File: config.mk
export PLATFORM = sky130hd
export DESIGN_NAME = cvg_queue
export DESIGN_NICKNAME = d
export VERILOG_FILES = /design/src/hw/rtl/cvg_pkg.sv /design/src/hw/rtl/cvg_queue.sv
export VERILOG_INCLUDE_DIRS = /design/src /design/src/hw/rtl
export SDC_FILE = /design/constraint.sdc
export NUM_CORES = 1
export LEC_CHECK = 0
export BUFFER_PORTS_ARGS = -buffer_cell sky130_fd_sc_hd__buf_2
export CORE_MARGIN = 5
export CORE_UTILIZATION = 51
export DETAILED_ROUTE_END_ITERATION = 10
export GPL_TIMING_DRIVEN = 0
export MAX_ROUTING_LAYER = met4
export PLACE_DENSITY = 0.8
export SLEW_MARGIN = 5
export SYNTH_ARGS = -nofsm -noshare
export SYNTH_HDL_FRONTEND = slang
export SYNTH_SLANG_ARGS = --single-unit
File: constraint.sdc
create_clock -name i_clk -period 2.2 [get_ports i_clk]
set_input_delay 0 -clock i_clk [delete_from_list [all_inputs] [get_ports i_clk]]
set_output_delay 0 -clock i_clk [all_outputs]
set_load 0.1 [all_outputs]
File: src/hw/rtl/cylinder_vertex_generator_core_assert.svh
// Assertion macros shared by the cylinder vertex generator RTL.
// Each macro expands to one labeled concurrent assertion, clocked on the rising edge,
// disabled while the active-low reset is asserted.
`ifndef CYLINDER_VERTEX_GENERATOR_CORE_ASSERT_SVH
`define CYLINDER_VERTEX_GENERATOR_CORE_ASSERT_SVH

// Expression holds on every cycle out of reset.
`define CVG_ASSERT_ALWAYS(lbl, clk, rst_n, expr, msg) \
    lbl: assert property (@(posedge clk) disable iff (!(rst_n)) (expr)) \
        else $error(msg);

// Antecedent implies consequent in the same cycle.
`define CVG_ASSERT_IMPLY(lbl, clk, rst_n, ante, cons, msg) \
    lbl: assert property (@(posedge clk) disable iff (!(rst_n)) (ante) |-> (cons)) \
        else $error(msg);

// Antecedent implies consequent in the next cycle.
`define CVG_ASSERT_NEXT(lbl, clk, rst_n, ante, cons, msg) \
    lbl: assert property (@(posedge clk) disable iff (!(rst_n)) (ante) |=> (cons)) \
        else $error(msg);

`endif

File: src/hw/rtl/cvg_pkg.sv
// Shared types and constants for the cylinder vertex generator.
// No dependencies; used by every module of the block.
`default_nettype none

package cvg_pkg;

    // Field widths
    localparam int unsigned ANGLE_W   = 16;
    localparam int unsigned INDEX_W   = 10;
    localparam int unsigned FRAC_W    = 16;
    localparam int unsigned RADIUS_W  = 23;
    localparam int unsigned POS_W     = 24;
    localparam int unsigned NORM_W    = 16;
    localparam int unsigned SLOT_W    = 3;
    localparam int unsigned SINE_W    = 15;
    // Cell heights reach 1024 * (2^23 - 1), which fits in 33 bits
    localparam int unsigned HEIGHT_W  = 33;

    localparam int unsigned IN_TDATA_W  = 56;
    localparam int unsigned OUT_TDATA_W = 112;
    localparam int unsigned CFG_DATA_W  = 24;
    localparam int unsigned CFG_IDX_W   = 3;

    localparam logic [ANGLE_W-1:0] QUARTER_TURN = 16'd16384;
    localparam logic [SLOT_W-1:0]  LAST_SLOT    = 3'd5;

    // Depth of the vertex command queue between front and back
    localparam int unsigned QUEUE_DEPTH = 4;

    // Configuration register indexes
    typedef enum logic [CFG_IDX_W-1:0] {
        CFG_RADIUS      = 3'd0,
        CFG_CYL_HEIGHT  = 3'd1,
        CFG_BASE_X      = 3'd2,
        CFG_BASE_Y      = 3'd3,
        CFG_BASE_Z      = 3'd4,
        CFG_ANGLE_STEP  = 3'd5,
        CFG_HEIGHT_STEP = 3'd6
    } t_cfg_reg;

    // Configuration reset values
    localparam logic [RADIUS_W-1:0] RADIUS_RESET      = 23'd4096;
    localparam logic [RADIUS_W-1:0] CYL_HEIGHT_RESET  = 23'd4096;
    localparam logic [ANGLE_W-1:0]  ANGLE_STEP_RESET  = 16'd4096;
    localparam logic [RADIUS_W-1:0] HEIGHT_STEP_RESET = 23'd256;

    // One vertex to be generated: angle, unsigned height above base, slot, last flag
    typedef struct packed {
        logic [ANGLE_W-1:0]  angle;
        logic [HEIGHT_W-1:0] height;
        logic [SLOT_W-1:0]   slot;
        logic                last;
    } t_vtx_cmd;

endpackage

`default_nettype wire

File: src/hw/rtl/cvg_queue.sv
// Short FIFO of vertex commands between the front and back ends.
// Depends on cvg_pkg and the assertion header.
`default_nettype none
`include "cylinder_vertex_generator_core_assert.svh"

module cvg_queue (
    input  wire logic               i_clk,
    input  wire logic               i_rst_n,
    input  wire logic               i_push_valid,
    output logic                    o_push_ready,
    input  cvg_pkg::t_vtx_cmd       i_push_data,
    output logic                    o_pop_valid,
    input  wire logic               i_pop_ready,
    output cvg_pkg::t_vtx_cmd       o_pop_data
);

    localparam int unsigned DEPTH = cvg_pkg::QUEUE_DEPTH;
    localparam int unsigned PTR_W = $clog2(DEPTH);
    localparam int unsigned CNT_W = $clog2(DEPTH + 1);
    localparam logic [PTR_W-1:0] PTR_LAST = PTR_W'(DEPTH - 1);

    cvg_pkg::t_vtx_cmd r_mem [DEPTH];
    logic [PTR_W-1:0]  r_wr_ptr;
    logic [PTR_W-1:0]  r_rd_ptr;
    logic [CNT_W-1:0]  r_count;
    logic              push;
    logic              pop;

    assign o_push_ready = (r_count != CNT_W'(DEPTH));
    assign o_pop_valid  = (r_count != '0);
    assign o_pop_data   = r_mem[r_rd_ptr];
    assign push         = i_push_valid && o_push_ready;
    assign pop          = o_pop_valid && i_pop_ready;

    // Pointers and fill count
    always_ff @(posedge i_clk) begin
        if (!i_rst_n) begin
            r_wr_ptr <= '0;
            r_rd_ptr <= '0;
            r_count  <= '0;
        end else begin
            if (push) begin
                r_wr_ptr <= (r_wr_ptr == PTR_LAST) ? '0 : r_wr_ptr + PTR_W'(1);
            end
            if (pop) begin
                r_rd_ptr <= (r_rd_ptr == PTR_LAST) ? '0 : r_rd_ptr + PTR_W'(1);
            end
            if (push && !pop) begin
                r_count <= r_count + CNT_W'(1);
            end else if (pop && !push) begin
                r_count <= r_count - CNT_W'(1);
            end
        end
    end

    // Storage
    always_ff @(posedge i_clk) begin
        if (push) begin
            r_mem[r_wr_ptr] <= i_push_data;
        end
    end

    // Assertions
    `CVG_ASSERT_ALWAYS(a_count_bound, i_clk, i_rst_n, r_count <= CNT_W'(DEPTH), "queue count overflow")
    `CVG_ASSERT_NEXT(a_count_inc, i_clk, i_rst_n, push && !pop, r_count == $past(r_count) + CNT_W'(1), "queue count did not grow")

endmodule

`default_nettype wire

==> metrics.md <==
| Metric | Value |
|---|---|
| Post-synthesis simple-gate area fraction | `0.0145` |
| Row count | `46` |
| Initial DRC count | `211` |
| Filler instances | `1070` |
| Main combinational cell family by area after synthesis | `multiplexers` |
| CTS tree | `done` |
| Status | `finished clean` |
| RSZ-0062 raised after global routing | `false` |
| Critical path arrival | `2.52 ns` |
| Post-Syn Nets | `392` |
| Peak supply drop | `0.00108 V` |
| Top cell type by total area after synthesis | `edfxtp_1` |
| Final setup skew | `0.0110 ns` |
| Endpoint, Worst Hold | `r_mem[1][43]$_DFFE_PP_` |
| Area share of the largest cell type after synthesis | `0.784` |
| Vias in the first global route | `4338` |
| Leak Pwr | `3.55 nW` |
| Via-to-Cell Ratio | `5.17` |
| Vias | `3887` |
| Crit. End Element | `register` |
| Most area-consuming cells after synthesis | `edfxtp_1 78%, mux4_2 15%, dfxtp_1 2.2%` |
| Clock sink count | `221` |
| Actual slew at the worst max-slew pin | `0.857 ns` |
| GRT Overall Usage | `0.163` |
| Final period utilization | `0.957` |
| Antenna viol nets, final | `0` |
| Full die area | `0.0185 mm^2` |
| Hold WC Path Type | `in2reg` |
| CP max stage cell | `dfxtp_4` |
| R2r startpoint | `r_count[2]$_SDFFE_PN0P_` |
| Nets | `584` |
| H-tree levels | `1` |
| Wire per inst | `19.1 um` |
| Worst EP required | `2.62 ns` |
| Hold Startpoint | `i_push_data[43]` |
| Global-route wire length before repair | `22600 um` |
| Crit path largest cell delay | `0.36 ns` |
| Crit Reg-Reg Endpoint | `r_count[2]$_SDFFE_PN0P_` |
| Port Buffers | `111` |
| Clock transition at path regs | `0.06 ns` |
| Reg2Reg Depth | `9` |
| Slew HR | `0.429` |
| Post-Synth Adder-Cell Area | `0.0117` |
| # DRC | `0` |
| Max-cap violations | `0` |
| PD cells | `1400 mW/mm^2` |
| P&R area growth vs syn | `27.3%` |
| Synthesized flop and latch total | `221` |
| Number of diodes | `0` |
| CP Cell Sequence | `or3b_4, buf_12, and2_4, ha_4, inv_1, fa_2, xor2_1, or3_4, a21boi_2` |
| Clock buffer depth | `3` |
| Minimum clock period | `2.10 ns` |
| Antenna violations before repair | `0` |
| Effective utilization at floorplan | `0.515` |
| # IOs | `112` |
| CP Max Fanout | `7` |
| Hold Fails Final Rpt | `0` |
| Post-synthesis compound-gate area fraction | `0.00432` |
| GPL Wtd Cong | `0.751` |
| Core area | `0.0158 mm^2` |
| Setup bufs post-CTS | `0` |
| Drt total wl | `14400 um` |
| Worst-Skew Late Latency | `0.49 ns` |
| Slew Limit Fails | `0` |
| Yosys cell types | `27` |
| Cell Area, Synth | `0.00812 mm^2` |
| Multiplexer share of the synthesized area | `0.150` |
| Final setup viols | `0` |
| Fraction of layout cells with a size suffix above 1 | `0.422` |
| Pre-CTS worst setup slack | `-0.242 ns` |
| Post-Syn Instances | `328` |
| Mapped Avg Cell Area | `24.7 um^2` |
| Fin worst setup slack | `0.0952 ns` |
| Setup slack, reg-to-reg | `0.1 ns` |
| WHS Path Cells | `2` |
| Startpoint types | `register` |
| Register area share after synthesis | `0.806` |
| Die H | `136 um` |
| DP HPWL | `8360 um` |
| Synth Area in XOR/XNOR | `0.00216` |
| Num CTS Buffers | `22` |
| Clock root cell | `clkbuf_16` |
| Achievable Freq | `475 MHz` |
| Critical path class | `reg2reg` |
| Largest net degree at the start of global routing | `54` |
| Fin util | `0.655` |
| Warnings from Yosys | `0` |
| TritonRoute pass-1 iters | `4` |
| Total congestion overflow | `0` |
| DIE WIDTH | `136 um` |
[stage by stage]
stage | cells | cell area (um^2) | total power [mW] | hold WS [ns] | TNS, ns
finish | 752 | 10300 | 14.4 | 0.258 | 0
global route | 752 | 10300 | 15.0 | 0.251 | 0
CTS | 752 | 10300 | 14.6 | 0.236 | 0
detailed placement | 655 | 8980 | 10.7 | 0.217 | -0.242
global placement | 655 | 8960 | 10.6 | 0.209 | -17.50
floorplan | 328 | 8140 | 9.87 | 0.0989 | 0
[cells in the mapped netlist (all sizes together)]
master	n
or3	2
nand4	1
a21boi	1
nand3	2
o21ai	4
dfxtp	9
mux2i	2
inv	3
o31ai	1
xor2	1
and3	4
fa	1
or3b	1
edfxtp	212
clkbuf	6
nor2	2
buf	8
ha	6
nand2	5
and2	2
nor2b	1
mux4	53
xnor2	1
[state kept, by name, indices dropped and copies added (netlist names), named ones only]
register  count
r_mem       212
r_count       3
r_rd_ptr      2
r_wr_ptr      2
[per-layer routing]
metal  part of all wire  global-route usage
met3              0.050              0.0270
met4              0.015              0.0431
met1               0.40               0.206
met5                  0                   -
met2               0.53               0.279
[repair_timing]
item                       4_1_cts  5_1_grt
hold buffers                    57        0
gates resized for setup         19        0
setup endpoints to repair       51        0
hold endpoints to repair       218        0
[worst max-delay path, delay by kind of cell (launching register included)]
kind	cells	cell delay, ns
xor+xnor	1	0.18
buf+inv	2	0.15
simple gates	3	0.74
compound gates	1	0.13
flops	1	0.36
fa+ha+maj	2	0.47
[final cells by class]
class,count,area [um^2],share of cell area
Inverter,3,11.3,0.00109
Clock inverter,11,106,0.0103
Tap cell,216,270,0.0262
Timing Repair Buffer,168,1130,0.109
Buffer,14,118,0.0114
Clock buffer,29,618,0.0598
Multi-Input combinational cell,90,1530,0.148
Sequential cell,221,6550,0.634
[placed cells by master, fill, tap and decap left out, drive strengths merged, types with 4 or more instances in the layout]
cell / count
edfxtp: 212
buf: 119
dlygate4sd3: 57
mux4: 53
clkbuf: 35
dfxtp: 9
clkinv: 8
ha: 6
nand2: 5
and3: 4
inv: 4
o21ai: 4
[report_power, final]
part           switching (mW)  internal, mW  leakage [nW]
logic                    4.21          1.29          1.17
clock network            1.44          2.21         0.362
registers               0.145          5.12          2.02
[kinds of logic (layout without fill, tap and decap cells)]
kind of cell    after synthesis  after routing
flops                       221            221
mux                          55             55
simple gates                 20             20
buf+inv                      17            225
fa+ha+maj                     7              7
compound gates                6              6
xor+xnor                      2              2
[worst max-delay path by stage]
stage	slack [ns]	start	depth (start not counted)	endpoint
floorplan	0.01	r_count[1]$_SDFFE_PN0P_	9	r_count[2]$_SDFFE_PN0P_
global placement	-0.10	r_count[1]$_SDFFE_PN0P_	7	r_count[2]$_SDFFE_PN0P_
detailed placement	-0.24	r_count[1]$_SDFFE_PN0P_	7	r_count[2]$_SDFFE_PN0P_
CTS	0.07	register	4	o_pop_data[30]
global route	0.00003	register	4	o_pop_data[30]
finish	0.1	r_count[2]$_SDFFE_PN0P_	9	r_count[2]$_SDFFE_PN0P_
No activity file was read; power rests on OpenSTA's default activity.
