<file path="src/hw/rtl/cylinder_vertex_generator_core_assert.svh">
// Assertion macros shared by the cylinder vertex generator RTL.
// Each macro expands to one labeled concurrent assertion, clocked on the rising edge,
// disabled while the active-low reset is asserted.
`ifndef CYLINDER_VERTEX_GENERATOR_CORE_ASSERT_SVH
`define CYLINDER_VERTEX_GENERATOR_CORE_ASSERT_SVH

// Expression holds on every cycle out of reset.
`define CVG_ASSERT_ALWAYS(lbl, clk, rst_n, expr, msg) \
    lbl: assert property (@(posedge clk) disable iff (!(rst_n)) (expr)) \
        else $error(msg);

// Antecedent implies consequent in the same cycle.
`define CVG_ASSERT_IMPLY(lbl, clk, rst_n, ante, cons, msg) \
    lbl: assert property (@(posedge clk) disable iff (!(rst_n)) (ante) |-> (cons)) \
        else $error(msg);

// Antecedent implies consequent in the next cycle.
`define CVG_ASSERT_NEXT(lbl, clk, rst_n, ante, cons, msg) \
    lbl: assert property (@(posedge clk) disable iff (!(rst_n)) (ante) |=> (cons)) \
        else $error(msg);

`endif

</file>
<file path="src/hw/rtl/cvg_pkg.sv">
// Shared types and constants for the cylinder vertex generator.
// No dependencies; used by every module of the block.
`default_nettype none

package cvg_pkg;

    // Field widths
    localparam int unsigned ANGLE_W   = 16;
    localparam int unsigned INDEX_W   = 10;
    localparam int unsigned FRAC_W    = 16;
    localparam int unsigned RADIUS_W  = 23;
    localparam int unsigned POS_W     = 24;
    localparam int unsigned NORM_W    = 16;
    localparam int unsigned SLOT_W    = 3;
    localparam int unsigned SINE_W    = 15;
    // Cell heights reach 1024 * (2^23 - 1), which fits in 33 bits
    localparam int unsigned HEIGHT_W  = 33;

    localparam int unsigned IN_TDATA_W  = 56;
    localparam int unsigned OUT_TDATA_W = 112;
    localparam int unsigned CFG_DATA_W  = 24;
    localparam int unsigned CFG_IDX_W   = 3;

    localparam logic [ANGLE_W-1:0] QUARTER_TURN = 16'd16384;
    localparam logic [SLOT_W-1:0]  LAST_SLOT    = 3'd5;

    // Depth of the vertex command queue between front and back
    localparam int unsigned QUEUE_DEPTH = 4;

    // Configuration register indexes
    typedef enum logic [CFG_IDX_W-1:0] {
        CFG_RADIUS      = 3'd0,
        CFG_CYL_HEIGHT  = 3'd1,
        CFG_BASE_X      = 3'd2,
        CFG_BASE_Y      = 3'd3,
        CFG_BASE_Z      = 3'd4,
        CFG_ANGLE_STEP  = 3'd5,
        CFG_HEIGHT_STEP = 3'd6
    } t_cfg_reg;

    // Configuration reset values
    localparam logic [RADIUS_W-1:0] RADIUS_RESET      = 23'd4096;
    localparam logic [RADIUS_W-1:0] CYL_HEIGHT_RESET  = 23'd4096;
    localparam logic [ANGLE_W-1:0]  ANGLE_STEP_RESET  = 16'd4096;
    localparam logic [RADIUS_W-1:0] HEIGHT_STEP_RESET = 23'd256;

    // One vertex to be generated: angle, unsigned height above base, slot, last flag
    typedef struct packed {
        logic [ANGLE_W-1:0]  angle;
        logic [HEIGHT_W-1:0] height;
        logic [SLOT_W-1:0]   slot;
        logic                last;
    } t_vtx_cmd;

endpackage

`default_nettype wire

</file>
<file path="src/hw/rtl/cvg_front.sv">
// Front end: accepts input items, forms cell or sample angles and heights, and expands
// each item into vertex commands. Depends on cvg_pkg and the assertion header.
`default_nettype none
`include "cylinder_vertex_generator_core_assert.svh"

module cvg_front #(
    parameter int unsigned MAX_CELLS = 1024
) (
    input  wire logic                            i_clk,
    input  wire logic                            i_rst_n,
    input  wire logic                            i_in_valid,
    output logic                                 o_in_ready,
    input  wire logic                            i_action,
    input  wire logic [cvg_pkg::INDEX_W-1:0]     i_theta_index,
    input  wire logic [cvg_pkg::INDEX_W-1:0]     i_height_index,
    input  wire logic [cvg_pkg::FRAC_W-1:0]      i_turn_fraction,
    input  wire logic [cvg_pkg::FRAC_W-1:0]      i_z_fraction,
    input  wire logic [cvg_pkg::RADIUS_W-1:0]    i_cyl_height,
    input  wire logic [cvg_pkg::ANGLE_W-1:0]     i_angle_step,
    input  wire logic [cvg_pkg::RADIUS_W-1:0]    i_height_step,
    output logic                                 o_cmd_valid,
    input  wire logic                            i_cmd_ready,
    output cvg_pkg::t_vtx_cmd                    o_cmd
);

    localparam int unsigned IDX_W    = cvg_pkg::INDEX_W;
    localparam int unsigned IDX_FULL = (1 << IDX_W) - 1;
    localparam int unsigned IDX_MAX  = (MAX_CELLS - 1 > IDX_FULL) ? IDX_FULL : MAX_CELLS - 1;
    localparam logic [IDX_W-1:0] IDX_LIMIT = IDX_W'(IDX_MAX);
    localparam int unsigned TPROD_W  = IDX_W + cvg_pkg::ANGLE_W;
    localparam int unsigned ZPROD_W  = cvg_pkg::FRAC_W + cvg_pkg::RADIUS_W;
    localparam int unsigned HW       = cvg_pkg::HEIGHT_W;

    // Stage A: input register
    logic                          r_a_valid;
    logic                          r_a_action;
    logic [IDX_W-1:0]              r_a_theta;
    logic [IDX_W-1:0]              r_a_height;
    logic [cvg_pkg::FRAC_W-1:0]    r_a_turn;
    logic [cvg_pkg::FRAC_W-1:0]    r_a_zf;

    // Stage B: base angle and height, expansion counter
    logic                          r_b_valid;
    logic                          r_b_action;
    logic [cvg_pkg::ANGLE_W-1:0]   r_b_angle;
    logic [HW-1:0]                 r_b_h0;
    logic [cvg_pkg::SLOT_W-1:0]    r_b_slot;
    logic [cvg_pkg::SLOT_W-1:0]    n_b_slot;

    logic                          in_accept;
    logic                          a_adv;
    logic                          push;
    logic                          b_done;
    logic [IDX_W-1:0]              theta_sat;
    logic [IDX_W-1:0]              height_sat;
    logic [TPROD_W-1:0]            t_prod;
    logic [HW-1:0]                 h_prod;
    logic [ZPROD_W-1:0]            z_prod;
    logic [cvg_pkg::ANGLE_W-1:0]   t1;
    logic [HW-1:0]                 h1;
    logic                          use_t1;
    logic                          use_h1;

    // Handshakes
    assign a_adv      = r_a_valid && (!r_b_valid || b_done);
    assign o_in_ready = !r_a_valid || a_adv;
    assign in_accept  = i_in_valid && o_in_ready;
    assign push       = r_b_valid && i_cmd_ready;
    assign b_done     = push && o_cmd.last;

    // Index clamp and products for the base angle and heights
    always_comb begin
        theta_sat  = (r_a_theta > IDX_LIMIT) ? IDX_LIMIT : r_a_theta;
        height_sat = (r_a_height > IDX_LIMIT) ? IDX_LIMIT : r_a_height;
        t_prod     = TPROD_W'(theta_sat) * TPROD_W'(i_angle_step);
        h_prod     = HW'(height_sat) * HW'(i_height_step);
        z_prod     = ZPROD_W'(r_a_zf) * ZPROD_W'(i_cyl_height) + ZPROD_W'(32768);
    end

    // Corner selection, order 00,10,01,01,10,11
    always_comb begin
        use_t1 = r_b_slot inside {3'd1, 3'd4, 3'd5};
        use_h1 = r_b_slot inside {3'd2, 3'd3, 3'd5};
        t1     = r_b_angle + i_angle_step;
        h1     = r_b_h0 + HW'(i_height_step);
        o_cmd_valid  = r_b_valid;
        o_cmd.angle  = use_t1 ? t1 : r_b_angle;
        o_cmd.height = use_h1 ? h1 : r_b_h0;
        o_cmd.slot   = r_b_slot;
        o_cmd.last   = r_b_action || (r_b_slot == cvg_pkg::LAST_SLOT);
    end

    // Next slot
    always_comb begin
        n_b_slot = r_b_slot;
        if (a_adv) begin
            n_b_slot = '0;
        end else if (push) begin
            n_b_slot = o_cmd.last ? '0 : r_b_slot + 3'd1;
        end
    end

    // Control registers
    always_ff @(posedge i_clk) begin
        if (!i_rst_n) begin
            r_a_valid <= 1'b0;
            r_b_valid <= 1'b0;
            r_b_slot  <= '0;
        end else begin
            if (in_accept) begin
                r_a_valid <= 1'b1;
            end else if (a_adv) begin
                r_a_valid <= 1'b0;
            end
            if (a_adv) begin
                r_b_valid <= 1'b1;
            end else if (b_done) begin
                r_b_valid <= 1'b0;
            end
            r_b_slot <= n_b_slot;
        end
    end

    // Payload registers
    always_ff @(posedge i_clk) begin
        if (in_accept) begin
            r_a_action <= i_action;
            r_a_theta  <= i_theta_index;
            r_a_height <= i_height_index;
            r_a_turn   <= i_turn_fraction;
            r_a_zf     <= i_z_fraction;
        end
        if (a_adv) begin
            r_b_action <= r_a_action;
            r_b_angle  <= r_a_action ? r_a_turn : t_prod[cvg_pkg::ANGLE_W-1:0];
            r_b_h0     <= r_a_action ? HW'(z_prod[ZPROD_W-1:16]) : h_prod;
        end
    end

    // Assertions
    `CVG_ASSERT_ALWAYS(a_slot_range, i_clk, i_rst_n, !r_b_valid || (r_b_slot <= cvg_pkg::LAST_SLOT), "slot beyond last")
    `CVG_ASSERT_NEXT(a_reload, i_clk, i_rst_n, b_done && r_a_valid, r_b_valid && (r_b_slot == 3'd0), "waiting item not loaded after run")

endmodule

`default_nettype wire

</file>
<file path="config.mk">
export PLATFORM = sky130hd
export DESIGN_NAME = cvg_front
export DESIGN_NICKNAME = d
export VERILOG_FILES = /design/src/hw/rtl/cvg_pkg.sv /design/src/hw/rtl/cvg_front.sv
export VERILOG_INCLUDE_DIRS = /design/src /design/src/hw/rtl
export SDC_FILE = /design/constraint.sdc
export NUM_CORES = 2
export LEC_CHECK = 0
export CORE_MARGIN = 1
export CORE_UTILIZATION = 60
export DETAILED_ROUTE_END_ITERATION = 8
export DONT_BUFFER_PORTS = 1
export PLACE_DENSITY = 0.78
export SYNTH_ARGS = -nofsm -noshare
export SYNTH_HDL_FRONTEND = slang
export SYNTH_SLANG_ARGS = --single-unit
</file>
<file path="constraint.sdc">
create_clock -name i_clk -period 10.5 [get_ports i_clk]
set_clock_uncertainty 0.2 [all_clocks]
set_input_delay 2.1 -clock i_clk [delete_from_list [all_inputs] [get_ports i_clk]]
set_output_delay 2.1 -clock i_clk [all_outputs]
set_load 0.05 [all_outputs]
</file>
==> results.json <==
{
  "status": "finished, final reports clean",
  "worstMarginPinSlew_ns": 1.184,
  "hp-class": "register to register",
  "design.portCount": 174,
  "wl_per_cell_um": 19.01,
  "layout.nets": 3968,
  "postRouteAntennaNets": 0,
  "critPathMaxFanout": 11,
  "synthFlopType": "edfxtp_1",
  "cp-end-kind": "primary output",
  "portBuffers": 0,
  "synth-edff-count": 103,
  "cts_setup_buffers": 0,
  "num_rows": 78,
  "die_area_um2": 47750,
  "ir_drop_mv": 0.4975,
  "synth_nets": 4074,
  "rsz0062_at_grt": "no",
  "core_region_area_um2": 45770,
  "setup_viol": 0,
  "die_y_um": 218.5,
  "cts_resized": 0,
  "worst_setup_path_start_kind": "primary input",
  "grt_pass1_wl_mm": 115.0,
  "grt_overflow": 0,
  "area_delta_synth_final_pct": 2.549,
  "tritoncts": "built",
  "tns_ns": 0,
  "crit_required_ns": 8.20,
  "die_x_um": 218.5,
  "clock_latency_ns": 0.41,
  "drive_gt1_share_pct": 2.584,
  "grt_start_max_net_pins": 76,
  "clkTransAtPathRegs_ns": 0.08,
  "netlist_instances": 3158,
  "route.vias.total": 21290,
  "power_density_nw_per_um2": 344.7,
  "finalCriticalPeriod_ns": 8.113,
  "grt_pass1_vias": 23320,
  "vias_per_cell": 5.819,
  "htree_levels": 3,
  "wirelength_mm": 69.56,
  "async_flop_share_pct": 0,
  "place_congestion": 0.9505,
  "max_freq_ghz": 0.1233,
  "drt_iter0_drc": 1052,
  "maxCapViolations": 0,
  "antenna_found_initial": 2,
  "avgSynthCellArea_um2": 8.907,
  "ys_ff_latch": 108,
  "hold_buffers": 0,
  "path_class": "primary input to primary output",
  "dp_hpwl_mm": 55.94,
  "slew_viol_final": 0,
  "seq_area_frac_synth_pct": 11.35,
  "p_leak_nw": 14.25,
  "drc": 0,
  "clock-root-buffer": "clkbuf_16",
  "cts_buffers": 9,
  "timing_hold_violations_final": 0,
  "maxSlewHeadroom_pct": 21.33,
  "utilization_pct": 63.02,
  "netlist_area_um2": 28130,
  "cts.sinks": 108,
  "min_period_over_period_pct": 77.27,
  "first_pass_iters": 6,
  "filler_cell_count": 3734,
  "synth.distinct_cells": 74,
  "cts_buffer_depth": 2,
  "grt_usage_pct": 30.63,
  "initial_core_util_pct": 61.46,
  "synth-warning-count": 0,
  "arrival_ns": 5.81
}
-- state kept, by name (all words and copies together) (netlist names) --
signal       cells
r_b_slot         3
r_a_theta       10
r_a_action       1
r_b_action       1
r_b_h0          33
r_a_zf          16
o_cmd_valid      1
r_a_height      10
r_a_valid        1
r_a_turn        16
r_b_angle       16
-- cell type report --
type | count | area, um^2 | area share (%)
clock buffer | 10 | 229.0 | 0.7938
inverter | 641 | 2406 | 8.341
sequential | 108 | 3193 | 11.07
multi-input combinational | 2275 | 22070 | 76.50
clock inverter | 6 | 71.32 | 0.2472
timing repair buffer | 17 | 127.6 | 0.4424
tap | 600 | 750.7 | 2.602
antenna | 1 | 2.502 | 0.008675
-- placed cells by master (no fill, tap or decap), types with 13 or more instances in the layout --
cell type / n
and2_1: 263
nand2_1: 556
buf_4: 17
fa_1: 529
nor3_1: 25
inv_1: 640
xnor2_1: 62
a21oi_1: 88
nor2_1: 86
ha_1: 268
o21ai_0: 65
nand2b_1: 16
a21o_1: 24
edfxtp_1: 103
nand3_1: 25
nor2b_1: 17
xor2_1: 36
o21ai_1: 13
a211oi_1: 14
-- synthesized netlist by cell type (all sizes together) (8+ instances only) --
cell type    n  area [um^2]
a21oi       89        449.2
nand4       10        62.56
a21o        24        180.2
o31ai       13        97.59
a31oi       11        83.83
o21bai      12        90.09
mux2        12        135.1
o21a        10        75.07
fa         529        10590
clkbuf     128        490.5
nor4         8        50.05
inv        640         2402
ha         268         3353
xnor2       62        543.0
and3         9        56.30
nand2b      16        100.1
nand2      556         2087
edfxtp     103         3093
nand3       25        125.1
or3         11        68.82
nor3        27        140.1
xor2        36        315.3
a211oi      17        137.6
o21ai       78        390.4
and2       265         1659
o211ai       8        60.06
nor2        86        322.8
nor2b       18        112.6
-- through the flow --
| stage | hold WS (ns) | setup WS, ns | total power, W | area [um^2] | cells |
|---|---|---|---|---|---|
| 4_1_cts | 0.3362 | 2.425 | 0.009974 | 28840 | 3657 |
| 3_3_place_gp | 0.2946 | 2.438 | 0.009240 | 28540 | 3641 |
| 3_5_place_dp | 0.3175 | 2.311 | 0.009519 | 28540 | 3641 |
| 6_report | 0.3354 | 2.387 | 0.009942 | 28850 | 3658 |
| 2_1_floorplan | 0.2507 | 2.464 | 0.007564 | 28130 | 3158 |
| 5_1_grt | 0.3761 | 2.231 | 0.01110 | 28840 | 3657 |
-- where the power goes --
part	internal (W)	switching, W
sequential	0.000736	0.000122
clock	0.000189	0.000197
combinational	0.00357	0.00513
-- cell families after synthesis --
logic type | share of synthesized area (%)
buffers and inverters | 10.40
xor gates and xnor gates | 3.051
and+or+nand+nor | 17.41
adders and majority gates | 49.57
AOI/OAI and AO/OA | 7.624
muxes | 0.5871
DFF | 11.35
-- critical path: stages --
cell       delay (ns)
ha_1             0.14
inv_1            0.05
fa_1             0.41
nor2b_1          0.20
o31ai_1          0.16
a2111oi_0        0.68
o21ai_0          0.24
a31oi_1          0.41
a41o_1           0.36
nand4_1          0.15
xnor2_1          0.89
-- metal layers --
layer | up-vias | global-route usage [%] | routed length, um
met5 | - | 0 | 27
met4 | 4 | 14.50 | 3159
met3 | 207 | 5.010 | 4580
met2 | 802 | 54.06 | 35310
met1 | 10770 | 36.24 | 26480
li1 | 9503 | - | -
-- final timing paths --
check | startpoint | endpoint | slack, ns | cells after the start
worst max-delay path | i_height_step[0] | o_cmd[36] | 2.39 | 11
worst min-delay path | r_a_turn[7] | r_b_angle[7] | 0.34 | 2
worst max register to register | r_a_zf[4] | r_b_h0[20] | 3.25 | 21
worst min register to register | r_a_turn[7] | r_b_angle[7] | 0.34 | 2
(Power assumes the default switching activity.)
